<file path="src/design/mccd_pkg.sv">
// shared constants, types and helpers for the minimum-coin change block
// no dependencies; imported by the sequencer, compare unit and top level
package mccd_pkg;

  localparam int AMOUNT_LIMIT = 4095;
  localparam int NUM_DENOMS   = 10;
  localparam int NUM_ROWS     = NUM_DENOMS - 1;
  localparam int ROW_LEN      = AMOUNT_LIMIT + 1;
  localparam int TABLE_DEPTH  = NUM_ROWS * ROW_LEN;
  localparam int MAX_RESULTS  = 12;

  localparam int VAL_W   = 12;
  localparam int COUNT_W = 12;
  localparam int COIN_W  = 11;
  localparam int ROW_W   = $clog2(NUM_DENOMS);
  localparam int ADDR_W  = $clog2(TABLE_DEPTH);
  localparam int N_W     = $clog2(MAX_RESULTS + 1);

  // request to and answer from the shared add/compare unit
  typedef struct packed {
    logic [COUNT_W-1:0] drop;
    logic [COUNT_W-1:0] take;
    logic               take_ok;
  } cmp_req_t;

  typedef struct packed {
    logic [COUNT_W-1:0] best;
    logic               better;
  } cmp_rsp_t;

  // table write and read requests
  typedef struct packed {
    logic               we;
    logic [ADDR_W-1:0]  waddr;
    logic [COUNT_W-1:0] wdata;
  } tbl_wr_t;

  typedef struct packed {
    logic [ADDR_W-1:0] raddr_a;
    logic [ADDR_W-1:0] raddr_b;
  } tbl_rd_t;

  function automatic logic [COIN_W-1:0] denom(input logic [ROW_W-1:0] idx);
    logic [COIN_W-1:0] d;
    case (idx)
      4'd0:    d = COIN_W'(1);
      4'd1:    d = COIN_W'(2);
      4'd2:    d = COIN_W'(5);
      4'd3:    d = COIN_W'(10);
      4'd4:    d = COIN_W'(20);
      4'd5:    d = COIN_W'(50);
      4'd6:    d = COIN_W'(100);
      4'd7:    d = COIN_W'(200);
      4'd8:    d = COIN_W'(500);
      4'd9:    d = COIN_W'(2000);
      default: d = COIN_W'(1);
    endcase
    return d;
  endfunction

  // rows 1..NUM_ROWS are stored; row 0 (ones only) is implicit
  function automatic logic [ADDR_W-1:0] tbl_addr(input logic [ROW_W-1:0] row,
                                                 input logic [VAL_W-1:0] v);
    logic [ADDR_W-1:0] base;
    base = ADDR_W'(ROW_LEN) * ADDR_W'(row - ROW_W'(1));
    return base + ADDR_W'(v);
  endfunction

endpackage

</file>
<file path="src/design/mccd_cmp_unit.sv">
// shared add/compare unit: one more coin against dropping the denomination
// depends on mccd_pkg
module mccd_cmp_unit (
  input  mccd_pkg::cmp_req_t req,
  output mccd_pkg::cmp_rsp_t rsp
);

  import mccd_pkg::*;

  logic [COUNT_W:0] take_sum;

  always_comb begin
    take_sum   = {1'b0, req.take} + (COUNT_W + 1)'(1);
    rsp.better = req.take_ok && (take_sum < {1'b0, req.drop});
    rsp.best   = rsp.better ? take_sum[COUNT_W-1:0] : req.drop;
  end

endmodule

</file>
<file path="config.mk">
export PLATFORM = sky130hd
export DESIGN_NAME = mccd_cmp_unit
export DESIGN_NICKNAME = d
export VERILOG_FILES = /design/src/design/mccd_pkg.sv /design/src/design/mccd_cmp_unit.sv
export SDC_FILE = /design/constraint.sdc
export NUM_CORES = 1
export LEC_CHECK = 0
export ABC_AREA = 1
export ABC_CLOCK_PERIOD_IN_PS = 1850
export BUFFER_PORTS_ARGS = -buffer_cell sky130_fd_sc_hd__buf_2
export CAP_MARGIN = 25
export CORE_ASPECT_RATIO = 1.25
export CORE_MARGIN = 8
export CORE_UTILIZATION = 35
export DETAILED_ROUTE_END_ITERATION = 10
export GPL_TIMING_DRIVEN = 0
export PLACE_DENSITY_LB_ADDON = 0.25
export SLEW_MARGIN = 20
export SYNTH_ARGS = -nofsm -noshare
export SYNTH_HDL_FRONTEND = slang
export SYNTH_SLANG_ARGS = --single-unit
</file>
<file path="constraint.sdc">
create_clock -name vclk -period 1.85
set_clock_uncertainty 0.1 [all_clocks]
set_input_delay 0.0925 -clock vclk [all_inputs]
set_output_delay 0.0925 -clock vclk [all_outputs]
set_load 0.1 [all_outputs]
</file>
==> impl_metrics.env, run 1 <==
export IMPL_synth_top_family_by_area="simple AND/OR/NAND/NOR gates"
export IMPL_synth_compound_area_share_pct=6.33
export IMPL_ys_seq_area_share_pct=0
export IMPL_syn_area_per_cell_sq_um=5.69
export IMPL_synthesis_area_sq_um=751
export IMPL_stop_stage="5_1_grt"
export IMPL_die_w_microns=57.4
export IMPL_worst_endpoint_kind="top-level output"
export IMPL_syn_inst=132
export IMPL_dpl_hpwl_microns=1890
export IMPL_synthXorXnorAreaFrac_pct=10.5
export IMPL_cts_hold_buf=0
export IMPL_outcome="aborted with a tool error"
export IMPL_rows=18
export IMPL_chipHeight_microns=67.8
export IMPL_post_dp_cell_area_sq_um=1180
export IMPL_tool_error="[ERROR DPL-0038] Utilization greater than 100%, impossible to legalize"
export IMPL_yosysUniqueCellTypes=20
export IMPL_worstEndpointGrtRepair="rsp[8]"
export IMPL_grt_max_degree=11
export IMPL_yosysWarningCount=0
export IMPL_dp_slack_ns=-0.885
export IMPL_gp_congestion=0.834
export IMPL_synth_mux_area_share_pct=0
export IMPL_ios=38
export IMPL_synth_simple_area_share_pct=47.5
export IMPL_start_util_pct=37.5
export IMPL_synth_adder_area_share_pct=20.0
export IMPL_io_buffers=38
export IMPL_syn_num_nets=169
==> through the flow <==
| step | hold slack [ns] | util (%) | cells |
|---|---|---|---|
| 4_1_cts | 0.462 | 89.8 | 208 |
| 3_3_place_gp | 0.610 | 59.0 | 190 |
| 3_5_place_dp | 0.614 | 59.0 | 190 |
| 2_1_floorplan | 0.365 | - | 132 |
==> cell usage after synthesis <==
library cell / n / share of area, %
o21bai_1: 1 / 1.0
xor2_1: 4 / 4.7
nand3_2: 1 / 1.3
buf_2: 1 / 0.67
nand2_1: 43 / 21
nand2_4: 2 / 3.0
ha_1: 12 / 20
inv_1: 23 / 11
nand3_1: 17 / 11
a21oi_1: 4 / 2.7
nand2_2: 3 / 2.5
nand4_1: 1 / 0.83
nor2_2: 3 / 2.5
o211ai_2: 1 / 1.7
nor2_1: 6 / 3.0
inv_2: 1 / 0.50
o21a_1: 1 / 1.0
xnor2_1: 5 / 5.8
nor2_4: 1 / 1.5
buf_6: 2 / 3.0
==> timing repair <==
action / in CTS
gates cloned: 2
pin swaps: 17
endpoints found under the setup margin: 13
endpoints found under the hold margin: 0
resized for setup: 99
setup buffers: 16
==> kinds of logic after synthesis <==
kind of cell,count (synthesis)
compound gates,7
xor+xnor,9
simple gates,77
fa+ha+maj,12
buf+inv,27
==> inputs of run 2 (changes only) <==
--- a/config.mk
+++ b/config.mk
@@ -6,15 +6,14 @@
 export NUM_CORES = 1
 export LEC_CHECK = 0
 export ABC_AREA = 1
-export ABC_CLOCK_PERIOD_IN_PS = 1850
+export ABC_CLOCK_PERIOD_IN_PS = 2400
 export BUFFER_PORTS_ARGS = -buffer_cell sky130_fd_sc_hd__buf_2
 export CAP_MARGIN = 25
-export CORE_ASPECT_RATIO = 1.25
 export CORE_MARGIN = 8
-export CORE_UTILIZATION = 35
+export CORE_UTILIZATION = 20
 export DETAILED_ROUTE_END_ITERATION = 10
 export GPL_TIMING_DRIVEN = 0
-export PLACE_DENSITY_LB_ADDON = 0.25
+export PLACE_DENSITY_LB_ADDON = 0.15
 export SLEW_MARGIN = 20
 export SYNTH_ARGS = -nofsm -noshare
 export SYNTH_HDL_FRONTEND = slang
==> constraint.sdc (replaced) <==
create_clock -name vclk -period 2.4
set_clock_uncertainty 0.1 [all_clocks]
set_input_delay 0.12 -clock vclk [all_inputs]
set_output_delay 0.12 -clock vclk [all_outputs]
set_load 0.1 [all_outputs]
==> impl_metrics.env, run 2 <==
export IMPL_ys_seq_area_share_pct=0
export IMPL_p_int_uw=225
export IMPL_vias_per_cell=4.29
export IMPL_timing_final_crit_share_pct=101
export IMPL_grt_max_degree=11
export IMPL_die_area_sq_um=5970
export IMPL_mostFrequentLayoutCells="23 x buf_2, 22 x nand2_4, 21 x inv_1, 20 x nand2_1, 16 x buf_12"
export IMPL_drc=0
export IMPL_yosys_area_top_type="nand2_1"
export IMPL_yosysWarningCount=0
export IMPL_stdcell_count=235
export IMPL_crit_path_end_kind="output pin"
export IMPL_cp_arrival_ns=2.20
export IMPL_io_buffers=38
export IMPL_synthTopCellsByArea="nand2_1 22%, ha_1 20%, inv_1 12%"
export IMPL_start_kind="input port"
export IMPL_start_util_pct=20.7
export IMPL_path_max_fanout=5
export IMPL_synth_most_common_cell="nand2_1"
export IMPL_syn_inst=132
export IMPL_gp_congestion=0.716
export IMPL_pwr_share_comb_pct=100.0
export IMPL_switching_share_pct=61.0
export IMPL_path_class="in -> out"
export IMPL_clkPwrFrac_pct=0
export IMPL_grt_use_total_pct=8.87
export IMPL_violations="setup timing"
export IMPL_cp_data_required_time_ns=2.18
export IMPL_chipHeight_microns=77.3
export IMPL_vias=1008
export IMPL_slew_headroom_pct=82.6
export IMPL_final_nets=226
export IMPL_outcome="complete, but fails checks"
export IMPL_coreArea_sq_um=3630
export IMPL_area_growth_pct=117
export IMPL_die_w_microns=77.3
export IMPL_p_leak_nw=0.864
export IMPL_seq_cell_count=0
export IMPL_powerDensity_nw_per_um2=354
export IMPL_drive_gt1_share_pct=56.1
export IMPL_n_antenna_cell=0
export IMPL_synth_top_area_share_pct=21.5
export IMPL_nClkBuffers=0
export IMPL_holdWs_ns=0.520
export IMPL_regArea_sq_um=0
export IMPL_antenna_left=0
export IMPL_synthesis_area_sq_um=751
export IMPL_syn_num_nets=169
export IMPL_drtPass1Iterations=4
export IMPL_synth_commonest_cells="43 x nand2_1, 23 x inv_1, 17 x nand3_1"
export IMPL_worst_slack_ns=-0.0185
export IMPL_maxSlewViolCount=0
export IMPL_worstHoldPathType="in -> out"
export IMPL_cap_violations=0
export IMPL_setup_violations=5
export IMPL_rows=22
export IMPL_final_common_cell="buf_2"
export IMPL_syn_area_per_cell_sq_um=5.69
export IMPL_switching_power_uw=351
export IMPL_grt_pass1_vias=1045
export IMPL_rsz0062_at_grt="true"
export IMPL_ios=38
export IMPL_drt_iter0_markers=27
export IMPL_power_frac_seq_pct=0
export IMPL_dpl_cell_count=218
export IMPL_antenna_found_initial=0
export IMPL_wirelength_microns=2890
export IMPL_p_total_uw=576
export IMPL_grt_overflow=0
export IMPL_worst_slew_pin_slew_ns=0.259
export IMPL_tns_ns=-0.0581
export IMPL_dp_slack_ns=-0.482
export IMPL_min_period_ns=2.42
export IMPL_grt_pass1_wl_microns=4620
export IMPL_dpl_hpwl_microns=2000
export IMPL_ir_worst_vdd_mv=0.232
export IMPL_wl_per_cell_microns=12.3
export IMPL_yosysUniqueCellTypes=20
export IMPL_final_hold_viol_count=0
export IMPL_fmax_mhz=413
==> run 2: per-layer routing <==
metal | global-route usage, % | routed length (microns) | up-vias | share of wire, %
li1 | - | - | 523 | -
met1 | 10.9 | 1300 | 464 | 45
met2 | 16.5 | 1480 | 21 | 51
met3 | 1.28 | 109 | 0 | 3.8
met4 | 0.189 | 0 | 0 | 0
met5 | 0 | 0 | - | 0
==> run 2: kinds of logic (layout without fill, tap and decap cells) <==
| kind of cell | count (synthesis) | after routing | synth area share [%] |
|---|---|---|---|
| xor gates and xnor gates | 9 | 9 | 10.5 |
| and+or+nand+nor | 77 | 77 | 47.5 |
| AOI/OAI and AO/OA | 7 | 7 | 6.33 |
| buffers and inverters | 27 | 82 | 15.7 |
| adders and majority gates | 12 | 12 | 20.0 |
==> run 2: what timing repair did <==
item                                    CTS  global route
buffers inserted                         14             3
hold buffers                              0             0
endpoints found under the setup margin   13            13
gates resized for setup                  83            26
pin swaps                                13            18
cloned                                    1             0
==> run 2: path summary, 6_finish.rpt <==
path,endpoint,slack [ns],start,depth (start not counted)
setup / recovery,rsp[4],-0.02,req[1],17
hold / removal,rsp[3],0.52,req[15],4
==> run 2: final cells by class <==
cell class / instances / area [sq um]
multi-input combinational: 105 / 873
fill: 377 / 2010
inverter: 24 / 93.8
tap: 48 / 60.1
timing repair buffer: 55 / 558
buffer: 3 / 42.5
==> run 2: power by group through the flow <==
stage	logic [mW]	registers, mW	clock network (mW)
2_1_floorplan	0.310	0	0
6_report	0.576	0	0
4_1_cts	0.544	0	0
5_1_grt	0.609	0	0
3_5_place_dp	0.386	0	0
3_3_place_gp	0.384	0	0
==> run 2: critical path, stage by stage <==
cell	delay, ns
buf_8	0.08
ha_4	0.14
nand2_4	0.05
nor2_4	0.18
nand3_2	0.10
xnor2_1	0.21
ha_1	0.28
a21oi_2	0.13
o21a_1	0.13
nand2_2	0.07
nand2_4	0.09
nand2_4	0.07
buf_12	0.13
buf_12	0.14
nand2_4	0.06
nand2_4	0.05
buf_12	0.16
==> run 2: per-stage QoR <==
stage / cell area, sq um / utilization, %
CTS: 1510 / 41.5
global route: 1630 / 44.8
detailed placement: 1030 / 28.5
floorplan: 785 / -
finish: 1630 / 44.8
global placement: 1030 / 28.5
(Power assumes the default switching activity.)
