==> config.mk <==
export PLATFORM = sky130hd
export DESIGN_NAME = mccd_seq
export DESIGN_NICKNAME = d
export VERILOG_FILES = /design/src/design/mccd_pkg.sv /design/src/design/mccd_seq.sv
export SDC_FILE = /design/constraint.sdc
export NUM_CORES = 1
export LEC_CHECK = 0
export BUFFER_PORTS_ARGS = -buffer_cell sky130_fd_sc_hd__buf_4
export CORE_MARGIN = 10
export CORE_UTILIZATION = 60
export DETAILED_ROUTE_END_ITERATION = 10
export PLACE_DENSITY_LB_ADDON = 0.15
export SETUP_SLACK_MARGIN = 0.5
export SYNTH_ARGS = -nofsm -noshare
export SYNTH_HDL_FRONTEND = slang
export SYNTH_SLANG_ARGS = --single-unit
==> constraint.sdc <==
create_clock -name clk -period 7.45 [get_ports clk]
set_input_delay 1.8625 -clock clk [delete_from_list [all_inputs] [get_ports clk]]
set_output_delay 1.8625 -clock clk [all_outputs]
set_load 0.01 [all_outputs]
==> src/design/mccd_pkg.sv <==
// shared constants, types and helpers for the minimum-coin change block
// no dependencies; imported by the sequencer, compare unit and top level
package mccd_pkg;

  localparam int AMOUNT_LIMIT = 4095;
  localparam int NUM_DENOMS   = 10;
  localparam int NUM_ROWS     = NUM_DENOMS - 1;
  localparam int ROW_LEN      = AMOUNT_LIMIT + 1;
  localparam int TABLE_DEPTH  = NUM_ROWS * ROW_LEN;
  localparam int MAX_RESULTS  = 12;

  localparam int VAL_W   = 12;
  localparam int COUNT_W = 12;
  localparam int COIN_W  = 11;
  localparam int ROW_W   = $clog2(NUM_DENOMS);
  localparam int ADDR_W  = $clog2(TABLE_DEPTH);
  localparam int N_W     = $clog2(MAX_RESULTS + 1);

  // request to and answer from the shared add/compare unit
  typedef struct packed {
    logic [COUNT_W-1:0] drop;
    logic [COUNT_W-1:0] take;
    logic               take_ok;
  } cmp_req_t;

  typedef struct packed {
    logic [COUNT_W-1:0] best;
    logic               better;
  } cmp_rsp_t;

  // table write and read requests
  typedef struct packed {
    logic               we;
    logic [ADDR_W-1:0]  waddr;
    logic [COUNT_W-1:0] wdata;
  } tbl_wr_t;

  typedef struct packed {
    logic [ADDR_W-1:0] raddr_a;
    logic [ADDR_W-1:0] raddr_b;
  } tbl_rd_t;

  function automatic logic [COIN_W-1:0] denom(input logic [ROW_W-1:0] idx);
    logic [COIN_W-1:0] d;
    case (idx)
      4'd0:    d = COIN_W'(1);
      4'd1:    d = COIN_W'(2);
      4'd2:    d = COIN_W'(5);
      4'd3:    d = COIN_W'(10);
      4'd4:    d = COIN_W'(20);
      4'd5:    d = COIN_W'(50);
      4'd6:    d = COIN_W'(100);
      4'd7:    d = COIN_W'(200);
      4'd8:    d = COIN_W'(500);
      4'd9:    d = COIN_W'(2000);
      default: d = COIN_W'(1);
    endcase
    return d;
  endfunction

  // rows 1..NUM_ROWS are stored; row 0 (ones only) is implicit
  function automatic logic [ADDR_W-1:0] tbl_addr(input logic [ROW_W-1:0] row,
                                                 input logic [VAL_W-1:0] v);
    logic [ADDR_W-1:0] base;
    base = ADDR_W'(ROW_LEN) * ADDR_W'(row - ROW_W'(1));
    return base + ADDR_W'(v);
  endfunction

endpackage

==> src/design/mccd_seq.sv <==
// sequencer: fills the count table row by row, then walks it back and emits coins
// depends on mccd_pkg; drives the table memory and the shared compare unit
module mccd_seq (
  input  logic                         clk,
  input  logic                         rst_n,
  input  logic                         in_valid,
  output logic                         in_stall,
  input  logic [mccd_pkg::VAL_W-1:0]   in_amount,
  output logic                         out_valid,
  input  logic                         out_stall,
  output logic [mccd_pkg::COIN_W-1:0]  out_coin_value,
  output logic                         out_last_coin,
  output mccd_pkg::tbl_wr_t            tbl_wr,
  output mccd_pkg::tbl_rd_t            tbl_rd,
  input  logic [mccd_pkg::COUNT_W-1:0] tbl_rdata_a,
  input  logic [mccd_pkg::COUNT_W-1:0] tbl_rdata_b,
  output mccd_pkg::cmp_req_t           cmp_req,
  input  mccd_pkg::cmp_rsp_t           cmp_rsp
);

  import mccd_pkg::*;

  typedef enum logic [4:0] {
    S_IDLE     = 5'b00001,
    S_FILL     = 5'b00010,
    S_WALK_RD  = 5'b00100,
    S_WALK_CMP = 5'b01000,
    S_OUT      = 5'b10000
  } state_t;

  state_t            state_r, state_nxt;
  logic [VAL_W-1:0]  amt_r, amt_nxt;
  logic [ROW_W-1:0]  row_r, row_nxt;
  logic [VAL_W-1:0]  v_r, v_nxt;
  logic              iss_done_r, iss_done_nxt;
  logic              st_vld_r, st_vld_nxt;
  logic [VAL_W-1:0]  st_v_r, st_v_nxt;
  logic              st_ok_r, st_ok_nxt;
  logic [VAL_W-1:0]  rem_r, rem_nxt;
  logic [ROW_W-1:0]  idx_r, idx_nxt;
  logic [N_W-1:0]    n_r, n_nxt;
  logic              out_valid_r, out_valid_nxt;
  logic [COIN_W-1:0] out_coin_r, out_coin_nxt;
  logic              out_last_r, out_last_nxt;

  logic [COIN_W-1:0] d_sel;
  logic [VAL_W-1:0]  d_val;

  always_comb begin
    state_nxt     = state_r;
    amt_nxt       = amt_r;
    row_nxt       = row_r;
    v_nxt         = v_r;
    iss_done_nxt  = iss_done_r;
    st_vld_nxt    = st_vld_r;
    st_v_nxt      = st_v_r;
    st_ok_nxt     = st_ok_r;
    rem_nxt       = rem_r;
    idx_nxt       = idx_r;
    n_nxt         = n_r;
    out_valid_nxt = out_valid_r;
    out_coin_nxt  = out_coin_r;
    out_last_nxt  = out_last_r;

    d_sel = denom((state_r == S_FILL) ? row_r : idx_r);
    d_val = VAL_W'(d_sel);

    tbl_wr.we      = 1'b0;
    tbl_wr.waddr   = tbl_addr(row_r, st_v_r);
    tbl_wr.wdata   = cmp_rsp.best;
    tbl_rd.raddr_a = '0;
    tbl_rd.raddr_b = '0;

    cmp_req.drop    = tbl_rdata_a;
    cmp_req.take    = tbl_rdata_b;
    cmp_req.take_ok = 1'b0;

    case (state_r)
      S_IDLE: begin
        if (in_valid) begin
          amt_nxt      = (in_amount > VAL_W'(AMOUNT_LIMIT)) ? VAL_W'(AMOUNT_LIMIT) : in_amount;
          row_nxt      = ROW_W'(1);
          v_nxt        = '0;
          iss_done_nxt = 1'b0;
          st_vld_nxt   = 1'b0;
          state_nxt    = S_FILL;
        end
      end

      S_FILL: begin
        // issue side: reads for sub-amount v_r
        if (!iss_done_r) begin
          tbl_rd.raddr_a = (row_r == ROW_W'(1)) ? '0 : tbl_addr(row_r - ROW_W'(1), v_r);
          tbl_rd.raddr_b = (v_r >= d_val) ? tbl_addr(row_r, v_r - d_val)
                                          : tbl_addr(row_r, '0);
          st_vld_nxt = 1'b1;
          st_v_nxt   = v_r;
          st_ok_nxt  = (v_r >= d_val);
          if (v_r == amt_r) begin
            iss_done_nxt = 1'b1;
          end else begin
            v_nxt = v_r + VAL_W'(1);
          end
        end else begin
          st_vld_nxt = 1'b0;
        end
        // compute side: entry written in the cycle after its reads, so v-2 is always visible
        if (st_vld_r) begin
          cmp_req.drop    = (row_r == ROW_W'(1)) ? COUNT_W'(st_v_r) : tbl_rdata_a;
          cmp_req.take_ok = st_ok_r;
          tbl_wr.we       = 1'b1;
          if (st_v_r == amt_r) begin
            if (row_r == ROW_W'(NUM_ROWS)) begin
              rem_nxt   = amt_r;
              idx_nxt   = ROW_W'(NUM_ROWS);
              n_nxt     = '0;
              state_nxt = S_WALK_RD;
            end else begin
              row_nxt      = row_r + ROW_W'(1);
              v_nxt        = '0;
              iss_done_nxt = 1'b0;
            end
          end
        end
      end

      S_WALK_RD: begin
        if (rem_r == '0 || n_r == N_W'(MAX_RESULTS)) begin
          state_nxt = S_IDLE;
        end else if (idx_r == '0) begin
          // only ones left
          out_coin_nxt  = COIN_W'(1);
          out_last_nxt  = (rem_r == VAL_W'(1)) || (n_r == N_W'(MAX_RESULTS - 1));
          rem_nxt       = rem_r - VAL_W'(1);
          n_nxt         = n_r + N_W'(1);
          out_valid_nxt = 1'b1;
          state_nxt     = S_OUT;
        end else begin
          tbl_rd.raddr_a = (idx_r == ROW_W'(1)) ? '0 : tbl_addr(idx_r - ROW_W'(1), rem_r);
          tbl_rd.raddr_b = (rem_r >= d_val) ? tbl_addr(idx_r, rem_r - d_val)
                                            : tbl_addr(idx_r, '0);
          state_nxt = S_WALK_CMP;
        end
      end

      S_WALK_CMP: begin
        cmp_req.drop    = (idx_r == ROW_W'(1)) ? COUNT_W'(rem_r) : tbl_rdata_a;
        cmp_req.take_ok = (rem_r >= d_val);
        if (cmp_rsp.better) begin
          // anything left over yields at least one more coin unless the MAX_RESULTS cap is reached
          out_coin_nxt  = d_sel;
          out_last_nxt  = (rem_r == d_val) || (n_r == N_W'(MAX_RESULTS - 1));
          rem_nxt       = rem_r - d_val;
          n_nxt         = n_r + N_W'(1);
          out_valid_nxt = 1'b1;
          state_nxt     = S_OUT;
        end else begin
          idx_nxt   = idx_r - ROW_W'(1);
          state_nxt = S_WALK_RD;
        end
      end

      S_OUT: begin
        if (!out_stall) begin
          out_valid_nxt = 1'b0;
          state_nxt     = S_WALK_RD;
        end
      end

      default: begin
        state_nxt     = S_IDLE;
        out_valid_nxt = 1'b0;
      end
    endcase
  end

  always_ff @(posedge clk) begin
    if (!rst_n) begin
      state_r     <= S_IDLE;
      iss_done_r  <= 1'b0;
      st_vld_r    <= 1'b0;
      rem_r       <= '0;
      idx_r       <= '0;
      n_r         <= '0;
      out_valid_r <= 1'b0;
    end else begin
      state_r     <= state_nxt;
      iss_done_r  <= iss_done_nxt;
      st_vld_r    <= st_vld_nxt;
      rem_r       <= rem_nxt;
      idx_r       <= idx_nxt;
      n_r         <= n_nxt;
      out_valid_r <= out_valid_nxt;
    end
  end

  always_ff @(posedge clk) begin
    amt_r      <= amt_nxt;
    row_r      <= row_nxt;
    v_r        <= v_nxt;
    st_v_r     <= st_v_nxt;
    st_ok_r    <= st_ok_nxt;
    out_coin_r <= out_coin_nxt;
    out_last_r <= out_last_nxt;
  end

  assign in_stall       = (state_r != S_IDLE);
  assign out_valid      = out_valid_r;
  assign out_coin_value = out_coin_r;
  assign out_last_coin  = out_last_r;

endmodule

* Yosys cells after proc, flatten, opt, wreduce, memory -nomap -nowiden
Memories as Yosys holds them, arrays and structs flattened. Index checks and enable logic that the tools add are counted. W data, S select, Z words.
Operators by class: eq/ne operators 25, order comparisons 3, $add $sub $neg 17, reductions and logical operators 19, multiplexer cells 79, bitwise gates (word level) 2
Operator list (count):
- $mux W12 | 15
- $mux W32 | 3
- $add A16 B12 Y16 | 5
- $mux W16 | 4
- $pmux W32 S2 | 1
- $mux W4 | 15
- $pmux W12 S2 | 2
- $mux W5 | 8
- $pmux W12 S3 | 1
- $mux W11 | 3
- $pmux W5 S5 | 1
- $eq A12 B12 Y1 | 2
- $ge A12 B11 Y1 | 2
- $sub A12 B11 Y12 | 2
- $sub A4 B1 Y4 const B | 6
- $pmux W11 S2 | 1
- $reduce_and A5 Y1 | 4
- $mux W1 | 17
- $ne A2 B2 Y1 const B | 8
- $pmux W4 S2 | 2
- $add A12 B1 Y12 const B | 1
- $eq A12 B1 Y1 const B | 1
- $eq A12 B11 Y1 | 1
- $eq A4 B4 Y1 const B | 3
- 24 further kinds | 37
Word-level totals: input bits 53, memories kept 1, register bits after elaboration 81, memory bits (read-only) 176
Memories:
- (no name shown) | words 16, width 11, read ports 1, clocked after Yosys merged registers in 0, wr ports 0, RTL line mccd_pkg.sv:45 | case (idx)

* Longest topological paths before layout
An unclocked memory read counts as a cell.
word-level depth 9, mapped depth 17

* Worst setup path before layout
Ideal clock, no wire load.
path type register to output, start reg state_r[0], end out tbl_rd[11] (netlist bit), path buffers 2, stages on the path, launching flop included 17, slack 1.661 ns, data arrival time 3.927 ns, cells stage by stage dfxtp_1 -> buf_2 -> nor3_4 -> nor3b_4 -> buf_4 -> mux2i_1 -> inv_2 -> ha_1 -> mux2_2 -> a22oi_2 -> ha_1 -> o211ai_1 -> a21oi_1 -> or3_1 -> a311o_1 -> xor2_1 -> o22ai_1
RTL lines:
- from (decl) | RTL line mccd_seq.sv:31 | state_t state_r, state_nxt;
- from (signal assigned) | RTL line mccd_seq.sv:187 | state_r <= state_nxt;
- to (decl) | RTL line mccd_seq.sv:14 | output mccd_pkg::tbl_rd_t tbl_rd,

==> impl_metrics.yaml <==
run_status:
  outcome: "finished clean"
yosys:
  syn_nets: 812
  synth_top_area_cell: "edfxtp_1"
  yosys_most_used_dff: "edfxtp_1"
  syn_area_sq_mm: 0.00649
  yosys_warnings: 0
  netlist.area_leader.share_pct: 24.0
  avgSynthCellArea_sq_um: 9.06
  yosysUniqueCellTypes: 79
  seq_area_frac_synth_pct: 32.7
  synth-edff-count: 52
  ys_ff_latch: 80
  synth.most_common_cell: "nand2_1"
  ys_async_sr_fraction_pct: 0
  synthTopCellsByCount: "66 x nand2_1, 52 x edfxtp_1, 48 x nor2_1"
  syn_inst: 717
  synth_area_leaders: "edfxtp_1 24%, dfxtp_1 8.6%, ha_1 7.7%"
job:
  cap_viol_max_count: 0
min_path:
  min-delay-start: "st_vld_r"
  hold_depth: 2
  hold_end: "st_vld_r"
  hp-class: "reg2reg"
routing:
  wire_per_inst_microns: 22.3
  wirelength_mm: 20.2
  first_pass_iters: 6
  drc_errors: 0
  drtAntennaViolNets: 0
  vias: 5936
  viasPerCell: 6.56
  drt_iter0_drc: 693
power_and_ir_drop:
  power_w: 0.00114
  p_sw_share_pct: 32.3
  power_frac_seq_pct: 47.4
  comb_power_share_pct: 22.1
  powerDensity_mw_per_mm2: 156
  peakVddDrop_uv: 143
  p_leak_nw: 3.05
  clkPwrFrac_pct: 30.6
  switchingPower_w: 0.000367
  internal_power_w: 0.000770
critical_path:
  required_ns: 5.59
  cp-end-kind: "output pin"
  crit_path_start_kind: "flop"
  cp_max_fo: 13
  r2r_slack_ns: 3.11
  worst-r2r-cell-count: 15
  path_class: "reg2out"
  regToRegStartpoint: "state_r[3]"
  rr_endpoint: "rem_r[11]"
  critPathArrivalTime_ns: 4.79
global_routing:
  antenna_found_initial: 0
  grt_max_degree: 30
  grt_overflow_total: 0
  track_usage_pct: 25.7
  grt_pass1_vias: 5654
  grt_pass1_wl_mm: 30.9
finish:
  areaGrowthSynthToFinish_pct: 12.0
  drive_above_1_share_pct: 18.7
  nets: 859
  finish.instance_area_sq_mm: 0.00727
  antenna_cells: 0
  finish.utilization_pct: 69.8
timing:
  period_minus_slack_ns: 6.65
  setup_tns_ns: 0
  slew_violations: 0
  final-setup-viol-count: 0
  timing.final.crit_share_pct: 89.2
  hold_violations: 0
  tightest_slew_ns: 1.32
  slew_headroom_pct: 12.1
  fmax_mhz: 150
  rsz0062_at_grt: "false"
  finalClockSkew_ns: 0.0129
  worst_slack_ns: 0.802
die:
  coreArea_sq_mm: 0.0104
  ios: 153
  rows: 37
  die_w_microns: 124
  die-area_sq_mm: 0.0154
  start_util_pct: 62.4
  chipHeight_microns: 124
placement:
  dp_hpwl_mm: 15.8
  preCtsSetupSlack_ns: 1.07
  placed_cell_area_sq_mm: 0.00704
  gp_congestion: 0.939
  io_buffers: 104
clocking:
  htree_levels: 3
  cts.path.max_buffers: 2
  cts.sinks: 80
  path_clk_slew_ns: 0.08
  cts_tree: "yes"
  cts_made_buffers: 9
  insertion_delay_ns: 0.37
  cts-root-buf: "clkbuf_8"
layout by cell type (no fill, tap or decap), types with 9 or more instances in the layout:
master	instances
a21oi_1	30
a22o_1	12
a22oi_1	20
and2_1	13
buf_4	107
clkbuf_8	9
dfxtp_1	28
edfxtp_1	52
ha_1	40
inv_1	24
nand2_1	66
nand3_1	19
nand4_1	12
nor2_1	48
nor3_1	13
o211a_1	10
o21ai_0	25
o22ai_1	17
xnor2_1	33
xor2_1	36
worst max-delay path: stages, from the launching register on:
cell and delay, ns:
dfxtp_1 0.42, nor3_4 0.33, nand3b_1 0.45, nand4_1 0.28, o31a_1 0.39, and2_1 0.28
ha_1 0.20, inv_1 0.05, fa_1 0.39, a21o_1 0.19, a211oi_1 0.31, o21bai_1 0.10
a2111o_1 0.42, nand2_1 0.28, o22ai_1 0.15, buf_4 0.17
layout make-up:
cell class                      instances  area, sq um
Multi-Input combinational cell        540         3870
Fill cell                             816         3140
Sequential cell                        80         2120
Timing Repair Buffer                  107          803
Tap cell                              136          170
Clock buffer                            9          124
Inverter                               26         97.6
Clock inverter                          7         85.1
metal layers:
layer | track usage, % | vias up | wire length (microns)
met5 | 0 | - | 0
met4 | 11.2 | 0 | 725
met3 | 4.62 | 74 | 1510
met2 | 44.2 | 292 | 10000
met1 | 30.7 | 2859 | 7930
li1 | - | 2711 | -
what timing repair did:
item,in CTS,in global routing
setup endpoints to repair,0,12
hold buffers,0,0
buffers inserted,0,3
resized for setup,0,0
cells by family after synthesis:
logic type               after synthesis  synth area share (%)
AO/OA/AOI/OAI                        186                  20.7
XOR/XNOR                              69                  9.30
adder cells (fa/ha/maj)               42                  8.32
buffers and inverters                 97                  7.74
flip-flops                            80                  32.7
multiplexers                          10                  1.58
AND/OR/NAND/NOR                      233                  19.6
registers in the layout, indices dropped and copies added, names as in the netlist, 4 cells and up:
| name | cells |
|---|---|
| v_r | 12 |
| amt_r | 12 |
| state_r | 5 |
| row_r | 4 |
| rem_r | 12 |
| st_v_r | 12 |
| idx_r | 4 |
| out_coin_value | 10 |
| n_r | 4 |
worst max path at each step:
stage          cells past startpoint        from          to
3_5_place_dp                      15  state_r[0]   tbl_rd[0]
4_1_cts                           15  state_r[0]   tbl_rd[0]
6_report                          15  state_r[3]   tbl_rd[0]
3_3_place_gp                      15  state_r[3]  tbl_rd[11]
2_1_floorplan                     16  state_r[0]  tbl_rd[11]
5_1_grt                           15  state_r[4]   tbl_rd[0]
power by group through the flow:
stage | clock [W] | sequential [W] | combinational (W)
4_1_cts | 0.000347 | 0.000536 | 0.000247
2_1_floorplan | 0 | 0.000527 | 0.000187
3_5_place_dp | 0 | 0.000546 | 0.000246
5_1_grt | 0.000369 | 0.000540 | 0.000273
6_report | 0.000347 | 0.000538 | 0.000251
3_3_place_gp | 0 | 0.000546 | 0.000240
metrics by stage:
step,hold WS [ns],instances
after floorplan,0.421,717
after global placement,0.493,886
after detailed placement,0.513,886
after CTS,0.523,902
after global routing,0.540,905
final,0.530,905
Power figures use the tool's default switching activity.
